File: config.mk
export PLATFORM = sky130hd
export DESIGN_NAME = onewire_master_slot_engine_unit
export DESIGN_NICKNAME = d
export VERILOG_FILES = /design/src/owm_pkg.sv /design/src/owm_front.sv /design/src/owm_back.sv /design/src/onewire_master_slot_engine_unit.sv
export SDC_FILE = /design/constraint.sdc
export NUM_CORES = 1
export LEC_CHECK = 0
export BUFFER_PORTS_ARGS = -buffer_cell sky130_fd_sc_hd__buf_2
export CAP_MARGIN = 10
export CORE_ASPECT_RATIO = 0.75
export CORE_UTILIZATION = 30
export DETAILED_ROUTE_END_ITERATION = 10
export GPL_TIMING_DRIVEN = 1
export PLACE_DENSITY = 0.55
export SYNTH_ARGS = -nofsm -noshare
export SYNTH_HDL_FRONTEND = slang
export SYNTH_HIERARCHICAL = 1
export SYNTH_SLANG_ARGS = --single-unit
File: constraint.sdc
create_clock -name clk -period 8.25 [get_ports clk]
set_input_delay 0 -clock clk [delete_from_list [all_inputs] [get_ports clk]]
set_output_delay 0 -clock clk [all_outputs]
set_load 0.05 [all_outputs]
File: src/owm_pkg.sv
// Shared types and constants for the single-wire bus master slot engine.
// Used by owm_front, owm_back and onewire_master_slot_engine_unit; no dependencies.
package owm_pkg;

  // Width of the tick counter and of the timing registers.
  localparam int CNT_W = 16;

  // Depth of the queue between the front and the back, and its pointer width.
  localparam int Q_DEPTH = 2;
  localparam int Q_AW    = $clog2(Q_DEPTH);

  // Configuration port.
  localparam int CFG_IDX_W  = 2;
  localparam int CFG_DATA_W = CNT_W;

  localparam logic [CFG_IDX_W-1:0] REG_RESET_LOW = 2'd0;
  localparam logic [CFG_IDX_W-1:0] REG_PRESENCE  = 2'd1;
  localparam logic [CFG_IDX_W-1:0] REG_SLOT      = 2'd2;

  localparam logic [CNT_W-1:0] RESET_LOW_DEFAULT = CNT_W'(480);
  localparam logic [CNT_W-1:0] PRESENCE_DEFAULT  = CNT_W'(480);
  localparam logic [CNT_W-1:0] SLOT_DEFAULT      = CNT_W'(60);

  // Stream widths.
  localparam int IN_DATA_W  = 16;
  localparam int IN_USER_W  = 2;
  localparam int OUT_DATA_W = 16;

  typedef enum logic [1:0] {
    CMD_NONE  = 2'd0,
    CMD_RESET = 2'd1,
    CMD_WRITE = 2'd2,
    CMD_READ  = 2'd3
  } cmd_t;

  typedef enum logic [7:0] {
    PH_IDLE     = 8'b0000_0001,
    PH_RST_LOW  = 8'b0000_0010,
    PH_RST_WAIT = 8'b0000_0100,
    PH_LOW      = 8'b0000_1000,
    PH_VALUE    = 8'b0001_0000,
    PH_REL      = 8'b0010_0000,
    PH_SAMPLE   = 8'b0100_0000,
    PH_WAIT     = 8'b1000_0000
  } phase_t;

  // One tick as queued between front and back.
  typedef struct packed {
    cmd_t       cmd;
    logic [7:0] write_data;
    logic       line_level;
  } item_t;

  // One result beat; drive_enable sits in the lowest bit when packed.
  typedef struct packed {
    logic [7:0] read_data;
    logic       presence_seen;
    logic       done_res;
    logic       busy_res;
    logic       drive_level;
    logic       drive_enable;
  } res_t;

  localparam int RES_W = $bits(res_t);

  // Counter load for a phase of n ticks: n - 1, with zero acting as one.
  function automatic logic [CNT_W-1:0] load_of(input logic [CNT_W-1:0] n);
    load_of = (n == '0) ? '0 : n - CNT_W'(1);
  endfunction

endpackage

File: src/owm_front.sv
// Front part of the slot engine: accepts tick beats, decodes the command and
// holds them in a short queue for the back part. Depends on owm_pkg.
module owm_front (
  input  logic                           clk,
  input  logic                           rst,
  input  logic                           s_tvalid,
  output logic                           s_tready,
  input  logic [owm_pkg::IN_DATA_W-1:0]  s_tdata,
  input  logic [owm_pkg::IN_USER_W-1:0]  s_tuser,
  output logic                           q_valid,
  output owm_pkg::item_t                 q_item,
  input  logic                           q_pop
);
  import owm_pkg::*;

  item_t           queue [Q_DEPTH];
  logic [Q_AW-1:0] wr_ptr;
  logic [Q_AW-1:0] rd_ptr;
  logic [Q_AW:0]   count;
  logic            push;
  logic            pop;
  item_t           in_item;

  always_comb begin
    unique case (s_tuser)
      CMD_RESET: in_item.cmd = CMD_RESET;
      CMD_WRITE: in_item.cmd = CMD_WRITE;
      CMD_READ:  in_item.cmd = CMD_READ;
      default:   in_item.cmd = CMD_NONE;
    endcase
    in_item.write_data = s_tdata[7:0];
    in_item.line_level = s_tdata[8];
  end

  assign s_tready = (count != (Q_AW+1)'(Q_DEPTH));
  assign push     = s_tvalid && s_tready;
  assign q_valid  = (count != '0);
  assign pop      = q_pop && q_valid;
  assign q_item   = queue[rd_ptr];

  always_ff @(posedge clk) begin
    if (push) begin
      queue[wr_ptr] <= in_item;
    end
  end

  always_ff @(posedge clk) begin
    if (rst) begin
      wr_ptr <= '0;
      rd_ptr <= '0;
      count  <= '0;
    end else begin
      if (push) begin
        wr_ptr <= wr_ptr + Q_AW'(1);
      end
      if (pop) begin
        rd_ptr <= rd_ptr + Q_AW'(1);
      end
      case ({push, pop})
        2'b10:   count <= count + (Q_AW+1)'(1);
        2'b01:   count <= count - (Q_AW+1)'(1);
        default: count <= count;
      endcase
    end
  end

endmodule

File: src/owm_back.sv
// Back part of the slot engine: timing registers, the bit-slot state machine
// and the output register. Depends on owm_pkg.
module owm_back (
  input  logic                            clk,
  input  logic                            rst,
  input  logic                            cfg_we,
  input  logic [owm_pkg::CFG_IDX_W-1:0]   cfg_index,
  input  logic [owm_pkg::CFG_DATA_W-1:0]  cfg_data,
  input  logic                            q_valid,
  input  owm_pkg::item_t                  q_item,
  output logic                            q_pop,
  output logic                            m_tvalid,
  input  logic                            m_tready,
  output logic [owm_pkg::OUT_DATA_W-1:0]  m_tdata
);
  import owm_pkg::*;

  logic [CNT_W-1:0] reset_low_ticks;
  logic [CNT_W-1:0] presence_window_ticks;
  logic [CNT_W-1:0] slot_ticks;

  phase_t           phase, phase_cur, phase_next;
  cmd_t             cmd, cmd_cur;
  logic [CNT_W-1:0] tick_count, cnt_cur, tick_count_next;
  logic [2:0]       bit_index, bidx_cur, bit_index_next;
  logic [7:0]       shift_byte, shift_cur, shift_byte_next;
  logic             presence_flag, pres_cur, presence_flag_next;
  logic [7:0]       last_read, last_read_next;
  logic             end_bit;
  res_t             res, res_reg;

  always_ff @(posedge clk) begin
    if (rst) begin
      reset_low_ticks       <= RESET_LOW_DEFAULT;
      presence_window_ticks <= PRESENCE_DEFAULT;
      slot_ticks            <= SLOT_DEFAULT;
    end else if (cfg_we) begin
      case (cfg_index)
        REG_RESET_LOW: reset_low_ticks       <= cfg_data;
        REG_PRESENCE:  presence_window_ticks <= cfg_data;
        REG_SLOT:      slot_ticks            <= cfg_data;
        default:       ;
      endcase
    end
  end

  assign q_pop = q_valid && (!m_tvalid || m_tready);

  // A command seen while idle starts in the same tick.
  always_comb begin
    phase_cur = phase;
    cmd_cur   = cmd;
    cnt_cur   = tick_count;
    bidx_cur  = bit_index;
    shift_cur = shift_byte;
    pres_cur  = presence_flag;
    if (phase == PH_IDLE && q_item.cmd != CMD_NONE) begin
      cmd_cur  = q_item.cmd;
      bidx_cur = '0;
      if (q_item.cmd == CMD_RESET) begin
        pres_cur  = 1'b0;
        phase_cur = PH_RST_LOW;
        cnt_cur   = load_of(reset_low_ticks);
      end else begin
        if (q_item.cmd == CMD_WRITE) begin
          shift_cur = q_item.write_data;
        end
        phase_cur = PH_LOW;
        cnt_cur   = '0;
      end
    end
  end

  always_comb begin
    phase_next         = phase_cur;
    tick_count_next    = cnt_cur;
    bit_index_next     = bidx_cur;
    shift_byte_next    = shift_cur;
    presence_flag_next = pres_cur;
    last_read_next     = last_read;
    end_bit            = 1'b0;
    res                = '0;
    res.busy_res       = (phase_cur != PH_IDLE);

    unique case (phase_cur)
      PH_RST_LOW: begin
        res.drive_enable = 1'b1;
        if (cnt_cur == '0) begin
          phase_next      = PH_RST_WAIT;
          tick_count_next = load_of(presence_window_ticks);
        end else begin
          tick_count_next = cnt_cur - CNT_W'(1);
        end
      end
      PH_RST_WAIT: begin
        if (!q_item.line_level) begin
          presence_flag_next = 1'b1;
        end
        if (cnt_cur == '0) begin
          res.done_res = 1'b1;
          phase_next   = PH_IDLE;
        end else begin
          tick_count_next = cnt_cur - CNT_W'(1);
        end
      end
      PH_LOW: begin
        res.drive_enable = 1'b1;
        if (cmd_cur == CMD_WRITE) begin
          phase_next      = PH_VALUE;
          tick_count_next = load_of(slot_ticks);
        end else begin
          phase_next = PH_REL;
        end
      end
      PH_VALUE: begin
        res.drive_enable = 1'b1;
        res.drive_level  = shift_cur[0];
        if (cnt_cur == '0) begin
          phase_next = PH_REL;
        end else begin
          tick_count_next = cnt_cur - CNT_W'(1);
        end
      end
      PH_REL: begin
        if (cmd_cur == CMD_WRITE) begin
          shift_byte_next = {1'b0, shift_cur[7:1]};
          end_bit         = 1'b1;
        end else begin
          phase_next = PH_SAMPLE;
        end
      end
      PH_SAMPLE: begin
        shift_byte_next = {q_item.line_level, shift_cur[7:1]};
        if (slot_ticks <= CNT_W'(2)) begin
          end_bit = 1'b1;
        end else begin
          phase_next      = PH_WAIT;
          tick_count_next = slot_ticks - CNT_W'(3);
        end
      end
      PH_WAIT: begin
        if (cnt_cur == '0) begin
          end_bit = 1'b1;
        end else begin
          tick_count_next = cnt_cur - CNT_W'(1);
        end
      end
      default: ;
    endcase

    if (end_bit) begin
      if (bidx_cur == 3'd7) begin
        if (cmd_cur == CMD_READ) begin
          last_read_next = shift_byte_next;
        end
        res.done_res = 1'b1;
        phase_next   = PH_IDLE;
      end else begin
        bit_index_next = bidx_cur + 3'd1;
        phase_next     = PH_LOW;
      end
    end

    res.presence_seen = presence_flag_next;
    res.read_data     = last_read_next;
  end

  always_ff @(posedge clk) begin
    if (rst) begin
      phase         <= PH_IDLE;
      cmd           <= CMD_NONE;
      tick_count    <= '0;
      bit_index     <= '0;
      shift_byte    <= '0;
      presence_flag <= 1'b0;
      last_read     <= '0;
      m_tvalid      <= 1'b0;
    end else begin
      if (q_pop) begin
        phase         <= phase_next;
        cmd           <= cmd_cur;
        tick_count    <= tick_count_next;
        bit_index     <= bit_index_next;
        shift_byte    <= shift_byte_next;
        presence_flag <= presence_flag_next;
        last_read     <= last_read_next;
        m_tvalid      <= 1'b1;
      end else if (m_tready) begin
        m_tvalid <= 1'b0;
      end
    end
  end

  always_ff @(posedge clk) begin
    if (q_pop) begin
      res_reg <= res;
    end
  end

  assign m_tdata = {(OUT_DATA_W-RES_W)'(0), res_reg};

endmodule

File: src/onewire_master_slot_engine_unit.sv
// A tick beat accepted by the front is written into the queue, then popped into the output
// register once that register is free or being emptied, and leaves from there as a result beat.
// Throughput: one tick beat per cycle while the output accepts; the slot state machine in
// owm_back handles one tick per cycle and the two-entry queue absorbs output stalls.
// Reset (rst, synchronous): bus idle, flags and read byte cleared, timing registers
// back to 480 / 480 / 60 ticks.
module onewire_master_slot_engine_unit (
  input  logic                            clk,
  input  logic                            rst,
  // Configuration: index 0 reset_low_ticks, 1 presence_window_ticks, 2 slot_ticks.
  input  logic                            cfg_we,
  input  logic [owm_pkg::CFG_IDX_W-1:0]   cfg_index,
  input  logic [owm_pkg::CFG_DATA_W-1:0]  cfg_data,
  // Tick input, one beat per microsecond tick.
  input  logic                            s_tvalid,
  output logic                            s_tready,
  // s_tdata from bit 0: write_data[7:0], line_level, zero fill.
  input  logic [owm_pkg::IN_DATA_W-1:0]   s_tdata,
  // s_tuser: operation[1:0] (0 none, 1 bus reset, 2 write byte, 3 read byte).
  input  logic [owm_pkg::IN_USER_W-1:0]   s_tuser,
  // Result output, one beat per tick beat.
  output logic                            m_tvalid,
  input  logic                            m_tready,
  // m_tdata from bit 0: drive_enable, drive_level, busy_res, done_res,
  // presence_seen, read_data[7:0], zero fill.
  output logic [owm_pkg::OUT_DATA_W-1:0]  m_tdata
);
  import owm_pkg::*;

  // The front takes tick beats, decodes the operation and queues them. The back
  // pops one queued tick whenever its output register is free or being emptied,
  // steps the slot state machine and registers the result.
  logic  q_valid;
  item_t q_item;
  logic  q_pop;

  owm_front u_front (
    .clk      (clk),
    .rst      (rst),
    .s_tvalid (s_tvalid),
    .s_tready (s_tready),
    .s_tdata  (s_tdata),
    .s_tuser  (s_tuser),
    .q_valid  (q_valid),
    .q_item   (q_item),
    .q_pop    (q_pop)
  );

  // The back holds the timing registers, since only the state machine reads them.
  // Reads sample the line on the tick after the release tick, and write bits drive
  // the bit value actively for a full slot.
  owm_back u_back (
    .clk       (clk),
    .rst       (rst),
    .cfg_we    (cfg_we),
    .cfg_index (cfg_index),
    .cfg_data  (cfg_data),
    .q_valid   (q_valid),
    .q_item    (q_item),
    .q_pop     (q_pop),
    .m_tvalid  (m_tvalid),
    .m_tready  (m_tready),
    .m_tdata   (m_tdata)
  );

  // A finished command is always reported on a busy tick.
  assert property (@(posedge clk) disable iff (rst)
    (m_tvalid && m_tdata[3]) |-> m_tdata[2])
    else $error("done without busy");

  // The master only drives high while it is driving at all.
  assert property (@(posedge clk) disable iff (rst)
    (m_tvalid && m_tdata[1]) |-> m_tdata[0])
    else $error("drive level set while released");

  // An accepted tick beat is in the queue at the next edge.
  assert property (@(posedge clk) disable iff (rst)
    (s_tvalid && s_tready) |=> q_valid)
    else $error("accepted beat lost from queue");

  // The back never pops an empty queue.
  assert property (@(posedge clk) disable iff (rst)
    q_pop |-> q_valid)
    else $error("pop from empty queue");

endmodule

# Word-level counts from Yosys, hierarchy flattened
# Memory sizes are Yosys's and may differ from the RTL's. A register that Yosys moved wholly into a read port is not among the register bits.
# Cells that the tools add are included.
# W data, S select, Z words.
# totals
input_bits	41
reg_bits	112
mem_count	1
ram_bits	22
# memory_table
memory	depth	word_bits	read_ports	rd_ports_with_merged_regs	write_ports	line_no	text
u_front.queue	2	11	1	1	1	owm_front.sv:16	item_t queue [Q_DEPTH];
# op_classes
mux	53
n_addsub	10
n_eq_ne	22
n_reduce_logical	20
order_cmp	1
# op_table
operator	count
$mux W16	9
$mux W8	14
$logic_not A16 Y1	4
$pmux W16 S4	1
$sub A16 B1 Y16 const B	4
$pmux W8 S6	1
$mux W1	17
$le A16 B2 Y1 const B	1
$pmux W8 S2	1
$sub A16 B2 Y16 const B	1
$eq A2 B2 Y1 const B	7
$mux W3	3
$eq A2 B1 Y1 const B	4
$eq A8 B1 Y1 const B	1
$eq A8 B2 Y1 const B	1
$eq A8 B3 Y1 const B	1
$eq A8 B4 Y1 const B	1
$eq A8 B5 Y1 const B	1
$eq A8 B6 Y1 const B	1
$eq A8 B7 Y1 const B	1
$eq A8 B8 Y1 const B	1
$mux W4	2
$ne A8 B1 Y1 const B	1
$reduce_bool A2 Y1	4
17 further kinds	24

# Logic depth before layout (Yosys ltp)
# Gate-level depths: netlist of the first run.
# logic_depth
depth_word	9
depth_mapped	19

# Hierarchy
# Netlist of the first run, hierarchy kept.
# modules_own_cells
mod	instances	cells_each	area_each_um2
owm_back	1	928	6964.2
owm_front	1	60	1019.7

# Worst setup path after synthesis of the first run
# Ideal clock, no wire load.
# synth_timing
path_type	reg-to-reg
from	register (tool-made name)
to	register u_back.res_reg (netlist bit u_back/m_tdata[5]), data pin
required_time_ns	7.988
setup_ns	0.262
path_slack_ns	4.616
path_stages_with_launch	17
arrival_ns	3.371
path_cell_list	dfxtp_1 -> buf_2 -> mux2_2 -> nor2b_1 -> nand3_1 -> a21o_1 -> buf_2 -> o21ai_0 -> inv_1 -> ha_1 -> o21ai_1 -> o21ba_2 -> o211a_1 -> a41o_1 -> buf_4 -> nand2_1 -> mux2_1
# synth_rtl
element	line_no	text
to (signal assigned)	owm_back.sv:196	res_reg <= res;
to (decl)	owm_back.sv:30	res_t res, res_reg;

==> results.py, run 1 <==
metrics = {
    "pwr": {
        "pwr-share-comb_pct": 49.3,
        "p_total_mw": 3.28,
        "vdd.ir_drop.worst_mv": 0.179,
        "switchingPower_mw": 1.52,
        "power_density_mw_per_mm2": 351,
        "p_seq_share_pct": 27.4,
        "power.leakage_nw": 3.42,
        "p_int_mw": 1.76,
        "swShare_pct": 46.4,
        "clockPowerShare_pct": 23.3,
    },
    "synth": {
        "synthFlopType": "dfxtp_1",
        "ys_types": 84,
        "ys_seq_area_share_pct": 38.2,
        "synth_area_leaders": "dfxtp_1 (25%), edfxtp_1 (13%), nand2_1 (8.4%)",
        "synth_top_area_share_pct": 25.1,
        "ys_ff_latch": 135,
        "syn_avg_cell_area_um2": 8.08,
        "synth-edff-count": 35,
        "ys_warn_count": 6,
        "syn_area_mm2": 0.00798,
        "synth_area_leader_cell": "dfxtp_1",
        "synth_cells": 988,
        "async_reset_ff_share_pct": 0,
    },
    "cts": {
        "cts_tree": "done",
        "htree_levels": 4,
        "root_buffer": "clkbuf_16",
        "clkLatencyLatePin_ns": 0.43,
        "clk_pin_slew_ns": 0.07,
        "cts_made_buffers": 17,
        "cts_max_path_buffers": 2,
        "cts.sinks": 135,
        "post_cts_buffers": 0,
    },
    "critical_path": {
        "crit_fanout": 17,
        "cpPeakStageDelay_ns": 0.63,
        "cp-end-kind": "register",
        "slowest_stage": "dfxtp_1",
        "required_ns": 8.56,
        "r2r_slack_ns": 3.42,
        "critical-path-top-delay-family": "compound AO/OA/AOI/OAI gates",
        "cp-start-kind": "register",
        "crit_path_frequent_cell": "nor2_1",
        "worstPathArrival_ns": 5.14,
        "cp_cell_sequence": "mux2_2 -> nor2b_1 -> nand3_1 -> a21o_1 -> nor2_1 -> a21oi_1 -> ha_1 -> o21ai_1 -> o21ba_2 -> and4_1 -> buf_4 -> o22ai_1 -> a221oi_1 -> nor2_1",
        "path_buf_inv": 1,
        "path_class": "register to register",
    },
    "sta": {
        "rsz0062_at_grt": "false",
        "min_period_ns": 4.83,
        "hold_ws_ns": 0.0721,
        "hold_violations": 0,
        "fmax_mhz": 207,
        "skew_ns": 0.0118,
        "report.final.slew_viol_count": 0,
        "maxSlewHeadroom_pct": 23.7,
        "post-route-period-util_pct": 58.5,
        "setup_viol": 0,
        "tns_ns": 0,
        "worst-slew-pin-transition_ns": 1.14,
    },
    "global_routing": {
        "grt_usage_pct": 18.5,
        "grt-ovfl-total": 0,
        "grt_pass1_wl_mm": 38.3,
        "antenna_found_initial": 0,
        "grt_max_degree": 69,
        "grt_pass1_vias": 6517,
    },
    "placement": {
        "portBuffers": 48,
        "place.gp.congestion": 0.905,
        "post-dp-hpwl_mm": 18.0,
    },
    "drt": {
        "wire_per_inst_um": 18.3,
        "dr.pass1.iters": 6,
        "initialDrtViolationCount": 924,
        "vias": 7551,
        "vias_per_cell": 5.44,
        "drtAntennaViolNets": 0,
        "wl_mm": 25.4,
        "drc": 0,
    },
    "outcome": {
        "status": "finished clean",
    },
    "final_layout": {
        "antennaDiodeCount": 0,
        "n_fill_cell": 2728,
        "areaGrowthSynthToFinish_pct": 16.9,
        "num-nets-final": 1081,
        "most-common-layout-cells": "nand2_1 (178), dfxtp_1 (100), a21oi_1 (88)",
        "drive_gt1_share_pct": 11.4,
        "final_common_cell": "nand2_1",
    },
    "floorplan": {
        "core_mm2": 0.0260,
        "dieArea_mm2": 0.0273,
        "fp.dieW_um": 190,
        "initial_core_util_pct": 30.7,
        "die_y_um": 143,
        "num_io_pins": 59,
        "num_rows": 51,
    },
    "run": {
        "drv_cap": 0,
    },
    "min_path": {
        "hold_path_class": "input pin to register",
    },
}
metrics by stage:
stage	area [um^2]	utilization, %	setup WS, ns	cells
floorplan	7990	-	4.62	990
global placement	8450	32.5	3.57	1326
detailed placement	8450	32.5	3.56	1326
CTS	9330	35.9	3.55	1388
global route	9330	35.9	3.17	1388
finish	9330	35.9	3.42	1388
layer usage:
| layer | track usage (%) | share of wire (%) | up-vias |
|---|---|---|---|
| met3 | 4.45 | 7.0 | 21 |
| met5 | 0 | 0 | - |
| met1 | 28.9 | 51 | 3607 |
| li1 | - | - | 3655 |
| met4 | 4.59 | 1.1 | 0 |
| met2 | 24.6 | 41 | 268 |
sequential cells by signal, summed over array words and instances (netlist names), named ones only:
register / cells
u_back/presence_flag: 1
u_back/cmd: 2
u_front/count: 2
u_back/presence_window_ticks: 16
u_back/last_read: 8
u_back/tick_count: 16
u_front/rd_ptr: 1
u_back/phase: 8
u_back/bit_index: 3
u_back/shift_byte: 8
u_back/m_tdata: 13
u_back/reset_low_ticks: 16
u_back/slot_ticks: 16
u_front/wr_ptr: 1
u_front/queue: 22
u_back/m_tvalid: 1
layout make-up:
| cell class | instances | area, um^2 | area share [%] |
|---|---|---|---|
| Clock inverter | 15 | 154 | 1.65 |
| Tap cell | 344 | 430 | 4.61 |
| Clock buffer | 17 | 425 | 4.56 |
| Inverter | 18 | 67.6 | 0.724 |
| Sequential cell | 135 | 3050 | 32.7 |
| Timing Repair Buffer | 86 | 601 | 6.43 |
| Multi-Input combinational cell | 773 | 4600 | 49.3 |
worst register-to-register path: stages (launching register included):
cell	delay (ns)
dfxtp_1	0.63
mux2_2	0.48
nor2b_1	0.17
nand3_1	0.19
a21o_1	0.49
nor2_1	0.08
a21oi_1	0.33
ha_1	0.30
o21ai_1	0.11
o21ba_2	0.33
and4_1	0.63
buf_4	0.32
o22ai_1	0.11
a221oi_1	0.48
nor2_1	0.07
worst paths after layout:
kind / cells past startpoint / from / end
max reg2reg: 14 / register / u_back/tick_count[8]
max: 14 / register / u_back/tick_count[8]
min reg2reg: 2 / u_back/shift_byte[3] / u_back/shift_byte[3]
min: 4 / cfg_index[1] / u_back/reset_low_ticks[0]
logic make-up (layout without fill, tap and decap cells):
family / Yosys count / count (layout) / share of synthesized area [%]
muxes: 43 / 43 / 5.67
other: 1 / 3 / 0.0470
and+or+nand+nor: 427 / 427 / 26.0
xor gates and xnor gates: 40 / 40 / 4.39
adders and majority gates: 9 / 9 / 1.41
buffers and inverters: 82 / 136 / 4.34
AOI/OAI and AO/OA: 251 / 251 / 19.9
DFF: 135 / 135 / 38.2
cells in the mapped netlist (10+ instances only):
| master | number |
|---|---|
| nand3_1 | 36 |
| clkbuf_1 | 47 |
| edfxtp_1 | 35 |
| xnor2_1 | 23 |
| nand2_1 | 178 |
| mux2_2 | 11 |
| buf_2 | 10 |
| nor4_1 | 12 |
| mux2i_1 | 25 |
| nor2_1 | 76 |
| xor2_1 | 17 |
| a21oi_1 | 88 |
| a31oi_1 | 11 |
| o211ai_1 | 10 |
| inv_1 | 17 |
| o21ai_0 | 46 |
| and3_1 | 10 |
| nor3_1 | 34 |
| or3_1 | 10 |
| dfxtp_1 | 100 |
| o21ai_1 | 17 |
power by group through the flow:
| stage | clock network, mW | logic, mW | registers, mW |
|---|---|---|---|
| after floorplan | 0 | 1.07 | 0.971 |
| after global placement | 0 | 1.55 | 0.908 |
| after detailed placement | 0 | 1.56 | 0.909 |
| after CTS | 0.782 | 1.58 | 0.895 |
| after global routing | 0.809 | 1.73 | 0.910 |
| final | 0.765 | 1.62 | 0.898 |
repair_timing:
item | 4_1_cts | 5_1_grt
resized for setup | 0 | 0
endpoints found under the hold margin | 77 | 0
hold buffers | 30 | 0
(Power assumes the default switching activity.)
==> run 2, diff against run 1 <==
Settings changed: ABC_AREA set to 1, PLACE_DENSITY 0.55 to 0.57.
Clock period 8.25 ns to 4.4 ns, I/O delays scaled along.
==> run 2 against run 1 <==
The run now ends with design-rule violations left. Clock skew is 0.0031 ns lower. Cell area is 17% higher. Synthesized cell count is 45% higher. Critical path type unchanged. Power grew to 2.7 times the previous value. Largest power group unchanged. Worst hold slack better by 0.0016 ns. Critical path depth is 4 higher. First-iteration DRC count is 0.54% higher. Setup slack worse by 2.4 ns. Largest cell class unchanged.
==> results.py, run 2 <==
metrics = {
    "sta": {
        "worst-slew-pin-transition_ns": 0.933,
        "report.final.slew_viol_count": 0,
        "rsz0062_at_grt": "false",
        "setup_ws_ns": 0.994,
        "skew_ns": 0.00867,
        "min_period_ns": 3.41,
        "tns_ns": 0,
        "fmax_mhz": 294,
        "maxSlewHeadroom_pct": 37.6,
        "hold_violations": 0,
        "post-route-period-util_pct": 77.4,
        "setup_viol": 0,
    },
    "floorplan": {
        "core_mm2": 0.0305,
        "num_rows": 55,
        "num_io_pins": 59,
        "die_y_um": 155,
        "dieArea_mm2": 0.0320,
        "fp.dieW_um": 206,
        "initial_core_util_pct": 30.8,
    },
    "final_layout": {
        "areaGrowthSynthToFinish_pct": 15.9,
        "fin_util_pct": 35.7,
        "largest_reg_flops": 22,
        "most-common-layout-cells": "nand2_1 (376), nor2_1 (166), inv_1 (165)",
        "final_common_cell": "nand2_1",
        "num-nets-final": 1550,
        "final_cell_area_mm2": 0.0109,
        "drive_gt1_share_pct": 12.8,
        "antennaDiodeCount": 0,
        "top_register": "u_front/queue",
    },
    "cts": {
        "htree_levels": 4,
        "cts_made_buffers": 17,
        "clk_pin_slew_ns": 0.07,
        "post_cts_buffers": 0,
        "ctsResizeCount": 0,
        "cts_tree": "done",
        "cts.sinks": 135,
        "clkLatencyLatePin_ns": 0.43,
        "cts_max_path_buffers": 2,
        "root_buffer": "clkbuf_16",
        "cts_hold_buf": 32,
    },
    "synth": {
        "syn_avg_cell_area_um2": 6.53,
        "async_reset_ff_share_pct": 0,
        "synth_area_leader_cell": "dfxtp_1",
        "yosysMostFrequentCell": "nand2_1",
        "ys_warn_count": 6,
        "synth_area_leaders": "dfxtp_1 (21%), nand2_1 (15%), edfxtp_1 (11%)",
        "ys_types": 61,
        "synth-edff-count": 35,
        "synthFlopType": "dfxtp_1",
        "ys_ff_latch": 135,
        "syn_area_mm2": 0.00939,
        "ys_seq_area_share_pct": 32.5,
        "synth_cells": 1437,
        "synth_top_area_share_pct": 21.3,
        "synthTopCellsByCount": "nand2_1 (376), inv_1 (166), nor2_1 (166)",
    },
    "outcome": {
        "violations": "design-rule violations",
        "status": "finished, violations left",
    },
    "drt": {
        "wire_per_inst_um": 15.9,
        "dr.pass1.iters": 8,
        "drc": 4,
        "wl_met2_mm": 12.4,
        "drtAntennaViolNets": 0,
        "vias_per_cell": 4.94,
        "initialDrtViolationCount": 929,
        "dr.max_layer_used": "met4",
        "wl_met1_mm": 15.6,
        "wl_met3_mm": 2.02,
        "wl_mm": 30.4,
        "vias": 9437,
    },
    "min_path": {
        "hold_start": "cfg_index[0]",
        "hold_end": "u_back/reset_low_ticks[5]",
        "hold_depth": 4,
        "hold_path_class": "input pin to register",
    },
    "global_routing": {
        "grt_pass1_wl_mm": 48.1,
        "grt_pass1_vias": 8504,
        "grt_max_degree": 55,
        "antenna_found_initial": 1,
        "grt_usage_pct": 19.5,
        "grt-ovfl-total": 0,
    },
    "placement": {
        "portBuffers": 48,
        "post-dp-hpwl_mm": 22.3,
        "place_area_mm2": 0.00997,
        "place.gp.congestion": 0.945,
        "post-place-ws_ns": 1.04,
    },
    "pwr": {
        "vdd.ir_drop.worst_mv": 0.315,
        "power.leakage_nw": 5.00,
        "power_density_mw_per_mm2": 805,
    },
    "critical_path": {
        "worstPathArrival_ns": 3.75,
        "r2r_slack_ns": 0.99,
        "cp-end-kind": "register",
        "path_class": "register to register",
        "cp-start-kind": "register",
        "worstReg2RegEnd": "u_back/bit_index[1]",
        "r2r_cells": 18,
        "required_ns": 4.75,
        "crit_fanout": 19,
    },
    "run": {
        "drv_cap": 0,
    },
}
-- run 2: cell types whose count changed after synthesis, sizes merged, moves of 17 or more --
cell	change
nand2	+217
inv	+168
nor2	+117
nand3	+82
o21ai	+48
nand4	+28
mux2i	-24
clkbuf	-17
-- run 2: final cells by class --
| class | count | area, um^2 |
|---|---|---|
| clock buffers | 17 | 425 |
| clock inverters | 15 | 156 |
| inverters | 188 | 716 |
| well taps | 399 | 499 |
| multi-input cells | 1063 | 5350 |
| repair buffers | 95 | 673 |
| fillers | 3278 | 19600 |
| flip-flops and latches | 135 | 3050 |
-- run 2: through the flow --
step                      total power, mW  hold WS (ns)  cells
final                                8.75        0.0736   1912
after global routing                 9.43        0.0896   1912
after CTS                            8.70        0.0314   1912
after detailed placement             7.18         0.194   1848
after global placement               7.19         0.191   1848
after floorplan                      5.87        0.0989   1439
-- run 2: kinds of logic after synthesis --
family | count (synthesis) | share of synthesized area, %
AOI/OAI and AO/OA | 234 | 13.8
DFF | 135 | 32.5
adders and majority gates | 9 | 1.20
muxes | 12 | 1.83
xor gates and xnor gates | 33 | 3.08
buffers and inverters | 241 | 10.5
other | 1 | 0.0400
and+or+nand+nor | 772 | 37.0
-- run 2: layer usage --
metal / global-route usage [%] / up-vias
met5: 0 / -
met4: 5.04 / 0
met3: 3.75 / 21
met2: 27.5 / 279
met1: 29.8 / 4355
li1: - / 4782
-- run 2: power breakdown --
| part | internal, mW | switching [mW] | leakage, nW |
|---|---|---|---|
| Clock | 0.804 | 0.664 | 0.283 |
| Sequential | 1.61 | 0.152 | 1.15 |
| Combinational | 1.59 | 3.93 | 3.56 |
-- run 2: worst max path at each step --
stage,startpoint,slack [ns],endpoint,depth (start not counted)
floorplan,register,1.35,u_back/tick_count[12],23
global placement,register,1.07,u_back/tick_count[15],18
detailed placement,register,1.04,u_back/bit_index[0],18
CTS,register,1.02,u_back/tick_count[15],20
global route,register,0.75,u_back/bit_index[1],18
finish,register,0.99,u_back/bit_index[1],18
-- run 2: worst max-delay path, cell delays in order, from the launching register on --
cell     delay [ns]
dfxtp_1        0.39
mux2_4         0.36
nor2_1         0.13
nor2_1         0.09
nand2_4        0.29
nor2_8         0.09
nand3_1        0.18
nor2_1         0.06
nor2_1         0.25
nand2_1        0.20
nor2_2         0.24
nand3_4        0.17
inv_4          0.16
nand2_8        0.09
nand3_2        0.22
nand2_1        0.08
o21ai_1        0.08
nand2_1        0.07
a21oi_1        0.16
==> run 3, diff against run 2 <==
Clock period 4.4 ns to 2.9 ns, I/O delays scaled along.
==> run 3 against run 2 <==
The flow still finishes with violations (design-rule violations). First-iteration DRC count increased by 9.6%. Utilization increased by 3.8 points. Fmax increased by 19%. Die area unchanged. Non-clock buffer count increased by 105. Power increased by 81%. Register-to-register slack got worse by 0.95 ns. Global-route usage increased by 0.54 points. Cell area increased by 11%. Highest routed layer unchanged.
==> results.py, run 3 (same netlist as run 2, synthesis figures left out) <==
metrics = {
    "outcome": {
        "status": "finished, violations left",
        "violations": "design-rule violations",
    },
    "global_routing": {
        "grt-ovfl-total": 0,
        "grt_max_degree": 57,
        "grt_pass1_wl_mm": 49.5,
        "grt_usage_pct": 20.1,
        "grt_pass1_vias": 8917,
        "antenna_found_initial": 0,
    },
    "final_layout": {
        "most-common-layout-cells": "nand2_1 (363), inv_1 (162), nor2_1 (155)",
        "top_register": "u_front/queue",
        "final_common_cell": "nand2_1",
        "num-nets-final": 1656,
        "largest_reg_flops": 22,
        "drive_gt1_share_pct": 21.9,
        "instances_no_fill": 2018,
        "antennaDiodeCount": 0,
        "areaGrowthSynthToFinish_pct": 28.2,
    },
    "cts": {
        "root_buffer": "clkbuf_16",
        "clkLatencyLatePin_ns": 0.44,
        "cts_tree": "done",
        "cts_max_path_buffers": 2,
        "clk_pin_slew_ns": 0.07,
        "cts_made_buffers": 17,
        "cts.sinks": 135,
        "htree_levels": 4,
    },
    "sta": {
        "maxSlewHeadroom_pct": 39.1,
        "hold_violations": 0,
        "fmax_mhz": 350,
        "post-route-period-util_pct": 98.4,
        "min_period_ns": 2.85,
        "tns_ns": 0,
        "skew_ns": 0.0101,
        "setup_viol": 0,
        "hold_ws_ns": 0.0477,
        "report.final.slew_viol_count": 0,
        "rsz0062_at_grt": "true",
        "setup_ws_ns": 0.0462,
        "worst-slew-pin-transition_ns": 0.913,
    },
    "pwr": {
        "power.leakage_nw": 5.61,
        "power_density_mw_per_mm2": 1320,
        "vdd.ir_drop.worst_mv": 0.657,
    },
    "drt": {
        "vias": 9983,
        "drtAntennaViolNets": 0,
        "dr.pass1.iters": 11,
        "vias_per_cell": 4.95,
        "wire_per_inst_um": 15.8,
        "drc": 2,
        "initialDrtViolationCount": 1018,
        "wl_mm": 32.0,
    },
    "critical_path": {
        "crit_fanout": 10,
        "cp-start-kind": "register",
        "cp-end-kind": "register",
        "path_buf_inv": 2,
        "cpPeakStageDelay_ns": 0.35,
        "worstPathArrival_ns": 3.10,
        "slowest_stage": "dfxtp_2",
        "crit_path_frequent_cell": "nor2_2",
        "path_class": "register to register",
        "critical-path-top-delay-family": "simple AND/OR/NAND/NOR gates",
        "cp_cell_sequence": "mux2_4 -> nor2_2 -> nor2_2 -> nand2_4 -> nor2_8 -> nand3_1 -> nand2_2 -> buf_4 -> inv_1 -> nand2_1 -> nor3_4 -> nand4_1 -> nor2_4 -> a21oi_1 -> o21ai_1",
        "required_ns": 3.15,
    },
    "placement": {
        "post-place-ws_ns": -0.0511,
        "portBuffers": 48,
        "place.gp.congestion": 0.992,
        "dpl.cell_count": 1940,
        "post-dp-hpwl_mm": 23.3,
    },
    "floorplan": {
        "core_mm2": 0.0305,
        "num_rows": 55,
        "initial_core_util_pct": 30.8,
        "num_io_pins": 59,
        "die_y_um": 155,
        "fp.dieW_um": 206,
        "dieArea_mm2": 0.0320,
    },
    "min_path": {
        "hold_path_class": "input pin to register",
    },
    "run": {
        "drv_cap": 0,
    },
}
run 3: routing by layer:
metal,wire length [um],vias up,GRT usage [%]
met3,2380,45,4.08
met2,13200,358,28.2
li1,-,5009,-
met4,554,0,4.80
met5,0,-,0
met1,15900,4571,30.7
run 3: layout make-up:
type	instances	area, um^2
inverters	188	723
flip-flops and latches	135	3050
repair buffers	200	1550
fillers	3157	18500
clock buffers	17	425
well taps	399	499
clock inverters	15	154
multi-input cells	1064	5630
run 3: stage by stage:
step	cell area [um^2]	power, mW	utilization [%]
2_1_floorplan	9410	8.95	-
3_3_place_gp	10700	12.3	35.2
3_5_place_dp	10700	12.3	35.2
4_1_cts	11600	14.6	38.0
5_1_grt	12000	17.0	39.5
6_report	12000	15.9	39.5
run 3: worst min-delay path, delay by kind of cell:
kind	cells	cell delay, ns
simple gates	3	0.17
buf+inv	2	0.25
run 3: report_power, final:
group          total (mW)  internal [mW]  switching [mW]
Combinational        11.0           4.17            6.85
Sequential           2.67           2.44           0.233
Clock                2.17           1.15            1.02
run 3: path summary, 6_finish.rpt:
path / slack (ns) / start / cells after the start / to
worst min-delay path: 0.05 / cfg_index[1] / 5 / u_back/presence_window_ticks[7]
worst max-delay path: 0.05 / register / 15 / u_back/m_tdata[3]
worst min register to register: 0.47 / u_back/tick_count[1] / 2 / u_back/tick_count[1]
worst max register to register: 0.05 / register / 15 / u_back/m_tdata[3]
run 3: timing repair:
item / 4_1_cts / 5_1_grt
setup buffers: 0 / 15
pin swaps: 0 / 26
setup endpoints to repair: 4 / 44
hold buffers: 29 / 0
gates resized for setup: 2 / 73
endpoints found under the hold margin: 71 / 0
gates cloned: 0 / 2
